===== config.mk =====
export PLATFORM = sky130hd
export DESIGN_NAME = base64_decoder_core
export DESIGN_NICKNAME = d
export VERILOG_FILES = /design/src/rtl/b64dec_pkg.sv /design/src/rtl/base64_decoder_core.sv
export SDC_FILE = /design/constraint.sdc
export NUM_CORES = 1
export LEC_CHECK = 0
export BUFFER_PORTS_ARGS = -buffer_cell sky130_fd_sc_hd__buf_2
export CAP_MARGIN = 10
export CORE_MARGIN = 5
export CORE_UTILIZATION = 63
export DETAILED_ROUTE_END_ITERATION = 6
export PLACE_DENSITY = 0.95
export RECOVER_POWER = 25
export REMOVE_ABC_BUFFERS = 1
export SYNTH_ARGS = -nofsm -noshare
export SYNTH_HDL_FRONTEND = slang
export SYNTH_SLANG_ARGS = --single-unit

===== constraint.sdc =====
create_clock -name clock -period 7.75 [get_ports clock]
set_input_delay 0.3875 -clock clock [delete_from_list [all_inputs] [get_ports clock]]
set_output_delay 0.3875 -clock clock [all_outputs]
set_load 0.02 [all_outputs]

===== src/rtl/b64dec_pkg.sv =====
// Shared types, constants and the character lookup for the Base64 decoder.
// Used by base64_decoder_core; depends on nothing else.
package b64dec_pkg;

   // Depth of the queue of decoded byte groups and its pointer width.
   localparam int unsigned GRP_DEPTH = 4;
   localparam int unsigned GRP_AW    = $clog2(GRP_DEPTH);
   localparam int unsigned GRP_CW    = $clog2(GRP_DEPTH + 1);

   localparam logic [7:0] PAD_CHAR = 8'h3D;

   // Configuration register indexes (paddr bit 2 selects the word).
   typedef enum logic [0:0] {
      REG_ALPHABET_SELECT = 1'b0
   } reg_index_type;

   typedef enum logic [1:0] {
      ERR_NONE      = 2'd0,
      ERR_BAD_COUNT = 2'd1,
      ERR_BAD_PAD   = 2'd2
   } error_code_type;

   // One entry of the output queue: up to three bytes of one input beat.
   typedef struct packed {
      logic [2:0][7:0] bytes;
      logic [1:0]      count;      // bytes to send, 1 to 3
      logic            has_bytes;  // 0 for a bare end marker
      logic            last;
      error_code_type  err;
   } byte_group_type;

   // Returns {hit, sextet}; hit is 0 for characters outside the alphabet.
   function automatic logic [6:0] sextet_lookup(input logic [7:0] c, input logic url);
      logic [6:0] r;
      r = 7'd0;
      if (c >= 8'h41 && c <= 8'h5A) begin
         r = {1'b1, 6'(c - 8'h41)};
      end else if (c >= 8'h61 && c <= 8'h7A) begin
         r = {1'b1, 6'(c - 8'h61 + 8'd26)};
      end else if (c >= 8'h30 && c <= 8'h39) begin
         r = {1'b1, 6'(c - 8'h30 + 8'd52)};
      end else if (url && c == 8'h2D) begin
         r = {1'b1, 6'd62};
      end else if (url && c == 8'h5F) begin
         r = {1'b1, 6'd63};
      end else if (!url && c == 8'h2B) begin
         r = {1'b1, 6'd62};
      end else if (!url && c == 8'h2F) begin
         r = {1'b1, 6'd63};
      end else if (c == PAD_CHAR) begin
         r = {1'b1, 6'd0};
      end
      return r;
   endfunction

endpackage


===== src/rtl/base64_decoder_core.sv =====
// Streaming Base64 decoder: characters in, decoded bytes out, one beat each.
// Depends on b64dec_pkg for the lookup function, group type and codes.
// Usage:
//   The req_ channel carries one character per beat in req_tdata, with
//   req_tlast on the final character of a message. Characters outside the
//   selected alphabet are skipped; '=' counts as a zero-valued pad.
//   The rsp_ channel carries one decoded byte per beat. rsp_tlast marks the
//   final beat of a message, and rsp_tuser carries byte_valid (bit 0) and the
//   error code (bits 2:1, nonzero only on the final beat). A message that
//   yields no byte on its final character still ends with a bare beat whose
//   byte_valid is 0. The alphabet (standard or URL) is chosen by the APB
//   register at byte address 0 and should be changed only while the block is idle.
// Timing:
//   A character is decoded in the cycle it is accepted and its bytes enter a
//   four-entry group queue, a register from which rsp_ is driven.
//   The block accepts one character per cycle as long as the queue has a
//   free entry. The queue drains one byte per cycle while rsp_tready is high,
//   so a stalled receiver fills it and req_tready drops after four pending groups.
//   Synchronous reset empties the queue, clears the message state and
//   selects the standard alphabet.
module base64_decoder_core (
   input  logic        clock,
   input  logic        reset,
   // Input character channel.
   input  logic        req_tvalid,
   output logic        req_tready,
   input  logic [7:0]  req_tdata,   // [7:0] in_char
   input  logic        req_tlast,   // last_char
   // Decoded byte channel.
   output logic        rsp_tvalid,
   input  logic        rsp_tready,
   output logic [7:0]  rsp_tdata,   // [7:0] data_byte
   output logic [2:0]  rsp_tuser,   // [0] byte_valid, [2:1] error_code
   output logic        rsp_tlast,   // end_of_message
   // Configuration port.
   input  logic        csr_psel,
   input  logic        csr_penable,
   input  logic        csr_pwrite,
   input  logic [2:0]  csr_paddr,
   input  logic [31:0] csr_pwdata,
   output logic [31:0] csr_prdata,
   output logic        csr_pready
);
   import b64dec_pkg::*;

   // Configuration.
   logic alpha_ff, alpha_in;

   // Message state.
   logic [2:0][5:0] sextet_ff, sextet_in;
   logic [1:0]      fill_ff, fill_in;
   logic [2:0]      pad_ff, pad_in;
   logic [1:0]      cnt_ff, cnt_in;
   logic            any_ff, any_in;
   logic            fin_ff, fin_in;
   logic            perr_ff, perr_in;

   // Output group queue.
   byte_group_type          grp_ff [GRP_DEPTH];
   logic [GRP_AW-1:0]       wr_ptr_ff, wr_ptr_in;
   logic [GRP_AW-1:0]       rd_ptr_ff, rd_ptr_in;
   logic [GRP_CW-1:0]       count_ff, count_in;
   logic [1:0]              idx_ff, idx_in;

   logic            accept;
   logic [6:0]      look;
   logic            hit;
   logic            is_pad;
   logic            quart_done;
   logic [2:0]      pad_next;
   logic [1:0]      n_bytes;
   logic            perr_next;
   logic            any_next;
   logic [1:0]      cnt_next;
   error_code_type  err_next;
   logic            push;
   logic            pop_group;
   logic            rsp_fire;
   byte_group_type  new_grp;
   byte_group_type  head;
   logic            cfg_write;

   // ------------------------------------------------------------------
   // Configuration port: always ready, one register at word 0.
   // ------------------------------------------------------------------
   assign csr_pready = 1'b1;
   assign cfg_write  = csr_psel && csr_penable && csr_pwrite && csr_pready;

   always_comb begin
      alpha_in = alpha_ff;
      if (cfg_write && csr_paddr[2] == REG_ALPHABET_SELECT) begin
         alpha_in = csr_pwdata[0];
      end
   end

   always_comb begin
      csr_prdata = 32'd0;
      if (csr_paddr[2] == REG_ALPHABET_SELECT) begin
         csr_prdata = {31'd0, alpha_ff};
      end
   end

   // ------------------------------------------------------------------
   // Character decode and quartet assembly.
   // ------------------------------------------------------------------
   assign req_tready = (count_ff != GRP_CW'(GRP_DEPTH));
   assign accept     = req_tvalid && req_tready;

   assign look       = sextet_lookup(req_tdata, alpha_ff);
   assign hit        = look[6];
   assign is_pad     = (req_tdata == PAD_CHAR);
   assign quart_done = hit && !fin_ff && (fill_ff == 2'd3);
   assign pad_next   = pad_ff + {2'd0, is_pad};

   // Bytes a completed quartet gives: three less one per pad, none at three
   // or more pads.
   always_comb begin
      n_bytes = 2'd0;
      if (quart_done) begin
         if (pad_next == 3'd0) begin
            n_bytes = 2'd3;
         end else if (pad_next <= 3'd2) begin
            n_bytes = 2'(3'd3 - pad_next);
         end
      end
   end

   assign perr_next = perr_ff || (quart_done && pad_next > 3'd2);
   assign any_next  = any_ff || hit;
   assign cnt_next  = cnt_ff + {1'b0, hit};

   // A bad character count outranks a padding error.
   always_comb begin
      if (!any_next || cnt_next != 2'd0) begin
         err_next = ERR_BAD_COUNT;
      end else if (perr_next) begin
         err_next = ERR_BAD_PAD;
      end else begin
         err_next = ERR_NONE;
      end
   end

   always_comb begin
      new_grp.bytes[0]  = {sextet_ff[0], sextet_ff[1][5:4]};
      new_grp.bytes[1]  = {sextet_ff[1][3:0], sextet_ff[2][5:2]};
      new_grp.bytes[2]  = {sextet_ff[2][1:0], look[5:0]};
      new_grp.has_bytes = (n_bytes != 2'd0);
      new_grp.count     = (n_bytes != 2'd0) ? n_bytes : 2'd1;
      new_grp.last      = req_tlast;
      new_grp.err       = req_tlast ? err_next : ERR_NONE;
   end

   assign push = accept && (n_bytes != 2'd0 || req_tlast);

   always_comb begin
      sextet_in = sextet_ff;
      fill_in   = fill_ff;
      pad_in    = pad_ff;
      cnt_in    = cnt_ff;
      any_in    = any_ff;
      fin_in    = fin_ff;
      perr_in   = perr_ff;
      if (accept) begin
         if (req_tlast) begin
            sextet_in = '0;
            fill_in   = 2'd0;
            pad_in    = 3'd0;
            cnt_in    = 2'd0;
            any_in    = 1'b0;
            fin_in    = 1'b0;
            perr_in   = 1'b0;
         end else if (hit) begin
            cnt_in  = cnt_next;
            any_in  = 1'b1;
            perr_in = perr_next;
            if (!fin_ff) begin
               if (quart_done) begin
                  sextet_in = '0;
                  fill_in   = 2'd0;
                  pad_in    = 3'd0;
                  fin_in    = (pad_next != 3'd0);
               end else begin
                  pad_in  = pad_next;
                  fill_in = fill_ff + 2'd1;
                  for (int k = 0; k < 3; k++) begin
                     if (fill_ff == 2'(k)) begin
                        sextet_in[k] = look[5:0];
                     end
                  end
               end
            end
         end
      end
   end

   // ------------------------------------------------------------------
   // Group queue and byte serializer.
   // ------------------------------------------------------------------
   assign head       = grp_ff[rd_ptr_ff];
   assign rsp_tvalid = (count_ff != '0);
   assign rsp_fire   = rsp_tvalid && rsp_tready;
   assign pop_group  = rsp_fire && (idx_ff == head.count - 2'd1);

   always_comb begin
      unique case (idx_ff)
         2'd0:    rsp_tdata = head.bytes[0];
         2'd1:    rsp_tdata = head.bytes[1];
         2'd2:    rsp_tdata = head.bytes[2];
         default: rsp_tdata = 8'd0;
      endcase
      if (!head.has_bytes) begin
         rsp_tdata = 8'd0;
      end
   end

   assign rsp_tlast = head.last && (idx_ff == head.count - 2'd1);
   assign rsp_tuser = {rsp_tlast ? head.err : ERR_NONE, head.has_bytes};

   always_comb begin
      wr_ptr_in = push ? wr_ptr_ff + GRP_AW'(1) : wr_ptr_ff;
      rd_ptr_in = pop_group ? rd_ptr_ff + GRP_AW'(1) : rd_ptr_ff;
      count_in  = count_ff + GRP_CW'(push) - GRP_CW'(pop_group);
      idx_in    = idx_ff;
      if (pop_group) begin
         idx_in = 2'd0;
      end else if (rsp_fire) begin
         idx_in = idx_ff + 2'd1;
      end
   end

   always_ff @(posedge clock) begin
      if (push) begin
         grp_ff[wr_ptr_ff] <= new_grp;
      end
      if (reset) begin
         alpha_ff  <= 1'b0;
         sextet_ff <= '0;
         fill_ff   <= 2'd0;
         pad_ff    <= 3'd0;
         cnt_ff    <= 2'd0;
         any_ff    <= 1'b0;
         fin_ff    <= 1'b0;
         perr_ff   <= 1'b0;
         wr_ptr_ff <= '0;
         rd_ptr_ff <= '0;
         count_ff  <= '0;
         idx_ff    <= 2'd0;
      end else begin
         alpha_ff  <= alpha_in;
         sextet_ff <= sextet_in;
         fill_ff   <= fill_in;
         pad_ff    <= pad_in;
         cnt_ff    <= cnt_in;
         any_ff    <= any_in;
         fin_ff    <= fin_in;
         perr_ff   <= perr_in;
         wr_ptr_ff <= wr_ptr_in;
         rd_ptr_ff <= rd_ptr_in;
         count_ff  <= count_in;
         idx_ff    <= idx_in;
      end
   end

   // ------------------------------------------------------------------
   // Assertions.
   // ------------------------------------------------------------------
   a_queue_bound: assert property (@(posedge clock) disable iff (reset)
      count_ff <= GRP_CW'(GRP_DEPTH))
      else $error("group queue count exceeds its depth");

   a_push_has_room: assert property (@(posedge clock) disable iff (reset)
      push |-> count_ff != GRP_CW'(GRP_DEPTH))
      else $error("group written into a full queue");

   a_byte_index: assert property (@(posedge clock) disable iff (reset)
      rsp_tvalid |-> idx_ff < head.count)
      else $error("byte index beyond the group size");

   a_ptr_count: assert property (@(posedge clock) disable iff (reset)
      (count_ff == '0) |-> (wr_ptr_ff == rd_ptr_ff))
      else $error("queue pointers disagree with an empty count");

endmodule


# After elaboration in Yosys (flattened, before gate mapping)
# Memory sizes are Yosys's and may differ from the RTL's. A register that Yosys moved wholly into a read port is not among the register bits.
# Index checks and enable logic that the tools add are counted.
# totals
memories	1
ramBits	120
mem_bits_ro	0
elab_cells	142
input_bits	51
latchBits	0
register_bits	38
# classes
eq_ne	13
shift	0
n_addsub	15
n_mul	0
n_reduce_logical	42
bitwise_logic	1
div	0
n_lt_le_gt_ge	8
muxes	48
# mem_list
memory	words	word_bits	rd	rd_clocked_by_memory_dff	write_ports	line	rtl
grp_ff	4	30	1	1	1	base64_decoder_core.sv:59	byte_group_type grp_ff [GRP_DEPTH];
# ops
cell	n
$mux W18	4
$mux W7	8
$eq A8 B6 Y1 const B	4
$mux W2	16
$pmux W8 S3	1
$logic_and A1 B1 Y1	18
$mux W6	3
$ge A8 B7 Y1 const B	2
$le A8 B7 Y1 const B	2
$reduce_bool A3 Y1	5
$mux W3	4
$reduce_and A4 Y1	3
$sub A6 B6 Y6 const B	2
$mux W1	11
$add A2 B1 Y2 const B	4
$eq A8 B7 Y1 const B	1
$ge A8 B6 Y1 const B	1
$le A8 B6 Y1 const B	1
$mux W8	1
$add A3 B1 Y3	2
$add A6 B5 Y6 const B	1
$add A6 B6 Y6 const B	1
$eq A2 B2 Y1 const B	3
$reduce_bool A2 Y1	3
other kinds (19)	26

# Depth between registers and ports, before layout
# depth
depth_word	17
mapped_depth	21
depth_no_buf	20

# Worst setup path after synthesis
# Ideal clock, no wire load.
# synth_timing
path_type	input-to-reg
from	input port req_tdata[4]
to	register count_ff[2]
cell_stages	21
setup_time_ns	0.128
required_ns	7.622
arrival_time_ns	3.662
n_path_buf	2
path_slack_ns	3.960
path_cell_list	buf_6 > nor4bb_1 > buf_2 > nand3_2 > inv_2 > ha_1 > ha_1 > xor2_1 > a21o_1 > nand3b_1 > a31oi_2 > o21a_2 > inv_1 > ha_1 > inv_1 > ha_1 > inv_1 > fa_1 > xor2_1 > xnor2_1 > nor2_1
# synth_rtl
element	line	rtl
start, declared	base64_decoder_core.sv:27	input logic [7:0] req_tdata,
end signal, assigned	base64_decoder_core.sv:259	count_ff <= count_in;
end, declared	base64_decoder_core.sv:62	logic [GRP_CW-1:0] count_ff, count_in;

==> reports/results.txt <==
status -> complete, no violations
mapped cell area -> 0.00769 mm2
diode count -> 0
DIE AREA -> 0.0145 mm2
Crit. End Element -> register
Placeable Area -> 0.0120 mm2
Final HPWL DP -> 10.6 mm
grt ovf -> 0
WL per Instance -> 22.9 um
Final ANT Viol Nets -> 0
chip width -> 120 um
Max VDD drop -> 0.000172 V
H-tree depth -> 4
post-CTS setup buffers -> 0
most common cell after layout, fill and taps aside -> edfxtp_1
LEAKAGE -> 0.00304 uW
Final Hold Fails -> 0
class of the worst hold path -> input pin to register
Post-Synthesis Cells -> 554
commonest cells after routing, fill and taps aside -> edfxtp_1 (120), dfxtp_1 (39), conb_1 (32)
Initial Util -> 0.640
vias per cell -> 6.53
GP Congestion -> 0.950
Top FF cell, synth -> edfxtp_1
critical path fanouts, max -> 9
number of global-route vias before repair -> 4,911
Max Fclk -> 235 MHz
synth warn -> 0
CP required -> 8.02 ns
routed vias -> 4,843
max_cap viols -> 0
met3 usage -> 0.0421
clk root buf -> clkbuf_16
syn_area_per_cell -> 13.9 um2
final wirelength -> 17.0 mm
GRT Total Usage -> 0.244
number of I/O port buffers -> 32
final net count -> 660
hold_buf cts -> 0
drt initial violations -> 520
GR peak layer -> met2
largest net degree at the start of global routing -> 34
area grow syn2layout -> 10.1%
Synth cell types -> 78
hold_ws -> 0.191 ns
chip height -> 120 um
DRT Pass-1 Iters -> 5
fin. max-slew vios -> 0
slew margin rel. -> 0.324
final count of negative-setup-slack endpoints -> 0
measured slew at the worst slew-check pin -> 1.01 ns
row count -> 40
global-route wire length before repair -> 26.8 mm
Worst Setup SP -> req_tdata[5]
antenna violations before repair -> 0
number of synthesized flops with an enable pin -> 120
# DRC -> 0
clock skew -> 0.0171 ns
io pins -> 98
share of layout cells above drive strength 1 -> 0.215
GR Util met2 -> 0.420
Hold Path Origin -> csr_pwdata[0]
clock latency at the later pin of the worst-skew pair -> 0.44 ns
ys async rst share -> 0
min cycle time layout -> 4.26 ns
worst-case clock buffer depth -> 2
setup_tns -> 0 ns
pwr dens -> 281 mW/mm2
Setup Crit Path Kind -> input pin to register
Reg clk slew, reported paths -> 0.06 ns
Final period util -> 0.549
met1 Usage GRT -> 0.302
clock sink total -> 160
CTS tree -> yes
sequential-to-total area share from yosys stat -> 0.573
post-synthesis register bit count -> 160
RSZ-0062 raised after global routing -> false
post-cts resize count -> 0
Worst setup SP type -> input pin
CTS Buf Count -> 17
Critical Path AT -> 4.53 ns
-- per-layer routing --
| layer | part of all wire | vias to the layer above |
|---|---|---|
| li1 | - | 2093 |
| met1 | 0.38 | 2383 |
| met2 | 0.51 | 306 |
| met3 | 0.073 | 61 |
| met4 | 0.036 | 0 |
| met5 | 0 | - |
-- state kept, by name, summed over array words and instances, names as in the netlist, named ones only --
signal	cells
rd_ptr_ff	2
alpha_ff	1
grp_ff	120
any_ff	1
count_ff	3
pad_ff	3
fin_ff	1
new_grp	18
fill_ff	2
idx_ff	2
wr_ptr_ff	2
cnt_ff	2
perr_ff	1
-- cell type report --
class / instances / area, um2
clock buffer: 18 / 439
inverter: 30 / 113
clock inverter: 14 / 214
fill: 688 / 3540
timing repair buffer: 35 / 181
sequential: 160 / 4410
multi-input combinational: 338 / 2930
tap: 147 / 184
-- cells by family (layout without fill, tap and decap cells) --
family,count (synthesis),count (layout),share of synthesized area
other,2,32,0.000976
AND/OR/NAND/NOR,132,132,0.0978
XOR/XNOR,11,11,0.0125
flip-flops,160,160,0.573
multiplexers,42,42,0.106
buffers and inverters,86,97,0.0612
adder cells (fa/ha/maj),27,27,0.0449
AO/OA/AOI/OAI,94,94,0.104
-- metrics by stage --
stage / worst slack [ns] / cells / power [uW] / cell area, um2 / util
floorplan: 3.52 / 528 / 1340 / 7450 / -
global placement: 3.52 / 710 / 1440 / 7820 / 0.651
detailed placement: 3.22 / 710 / 1470 / 7820 / 0.651
CTS: 3.56 / 742 / 2380 / 8470 / 0.705
global route: 3.21 / 742 / 2460 / 8470 / 0.705
finish: 3.49 / 742 / 2380 / 8470 / 0.705
-- critical path, cell delays in order --
cell and delay, ns:
buf_2 0.16, nor4bb_1 0.30, buf_4 0.21, nand3_2 0.15, inv_2 0.29, ha_1 0.21
ha_1 0.22, xor2_1 0.14, a21o_1 0.22, nand3b_1 0.18, a31oi_2 0.31, o21a_2 0.25
inv_1 0.09, ha_1 0.29, inv_1 0.08, ha_1 0.17, inv_1 0.06, fa_1 0.38
xor2_1 0.21, xnor2_1 0.15, nor2_1 0.07
-- report_power, final --
group          switching, uW  internal, uW
registers               26.5           962
logic                    286           189
clock network            335           579
total                    648          1730
-- synthesized netlist by cell type, drive strengths merged (3+ instances only) --
cell | n | share of area
o22ai | 4 | 0.0033
a21boi | 3 | 0.0034
dfxtp | 40 | 0.10
clkbuf | 12 | 0.0059
nand3 | 8 | 0.0059
o32ai | 3 | 0.0034
inv | 30 | 0.015
mux2i | 8 | 0.010
nand2 | 26 | 0.013
mux4 | 30 | 0.088
o21ai | 13 | 0.0089
or3 | 4 | 0.0033
a2111oi | 3 | 0.0068
nor2 | 25 | 0.013
nor3b | 3 | 0.0029
nand2b | 11 | 0.0089
buf | 44 | 0.041
nor4 | 3 | 0.0024
a21oi | 18 | 0.012
nor3 | 5 | 0.0054
and2 | 10 | 0.0081
mux2 | 4 | 0.0073
xnor2 | 7 | 0.0080
o21bai | 4 | 0.0039
a22oi | 9 | 0.0088
edfxtp | 120 | 0.47
xor2 | 4 | 0.0046
ha | 26 | 0.042
o31ai | 5 | 0.0049
a31oi | 4 | 0.0060
a22o | 4 | 0.0046
nand3b | 4 | 0.0039
nand4b | 4 | 0.0046
and3 | 3 | 0.0024
nor2b | 12 | 0.0098
o41ai | 3 | 0.011
nand4 | 7 | 0.0057
o2bb2ai | 3 | 0.0034
-- worst paths after layout --
| check | cells after the start | to | slack (ns) |
|---|---|---|---|
| setup / recovery | 21 | count_ff[2] | 3.49 |
| setup reg to reg | 13 | count_ff[2] | 4.01 |
| hold / removal | 3 | alpha_ff | 0.19 |
| hold reg to reg | 2 | perr_ff | 0.46 |
No activity file was read; power rests on OpenSTA's default activity.
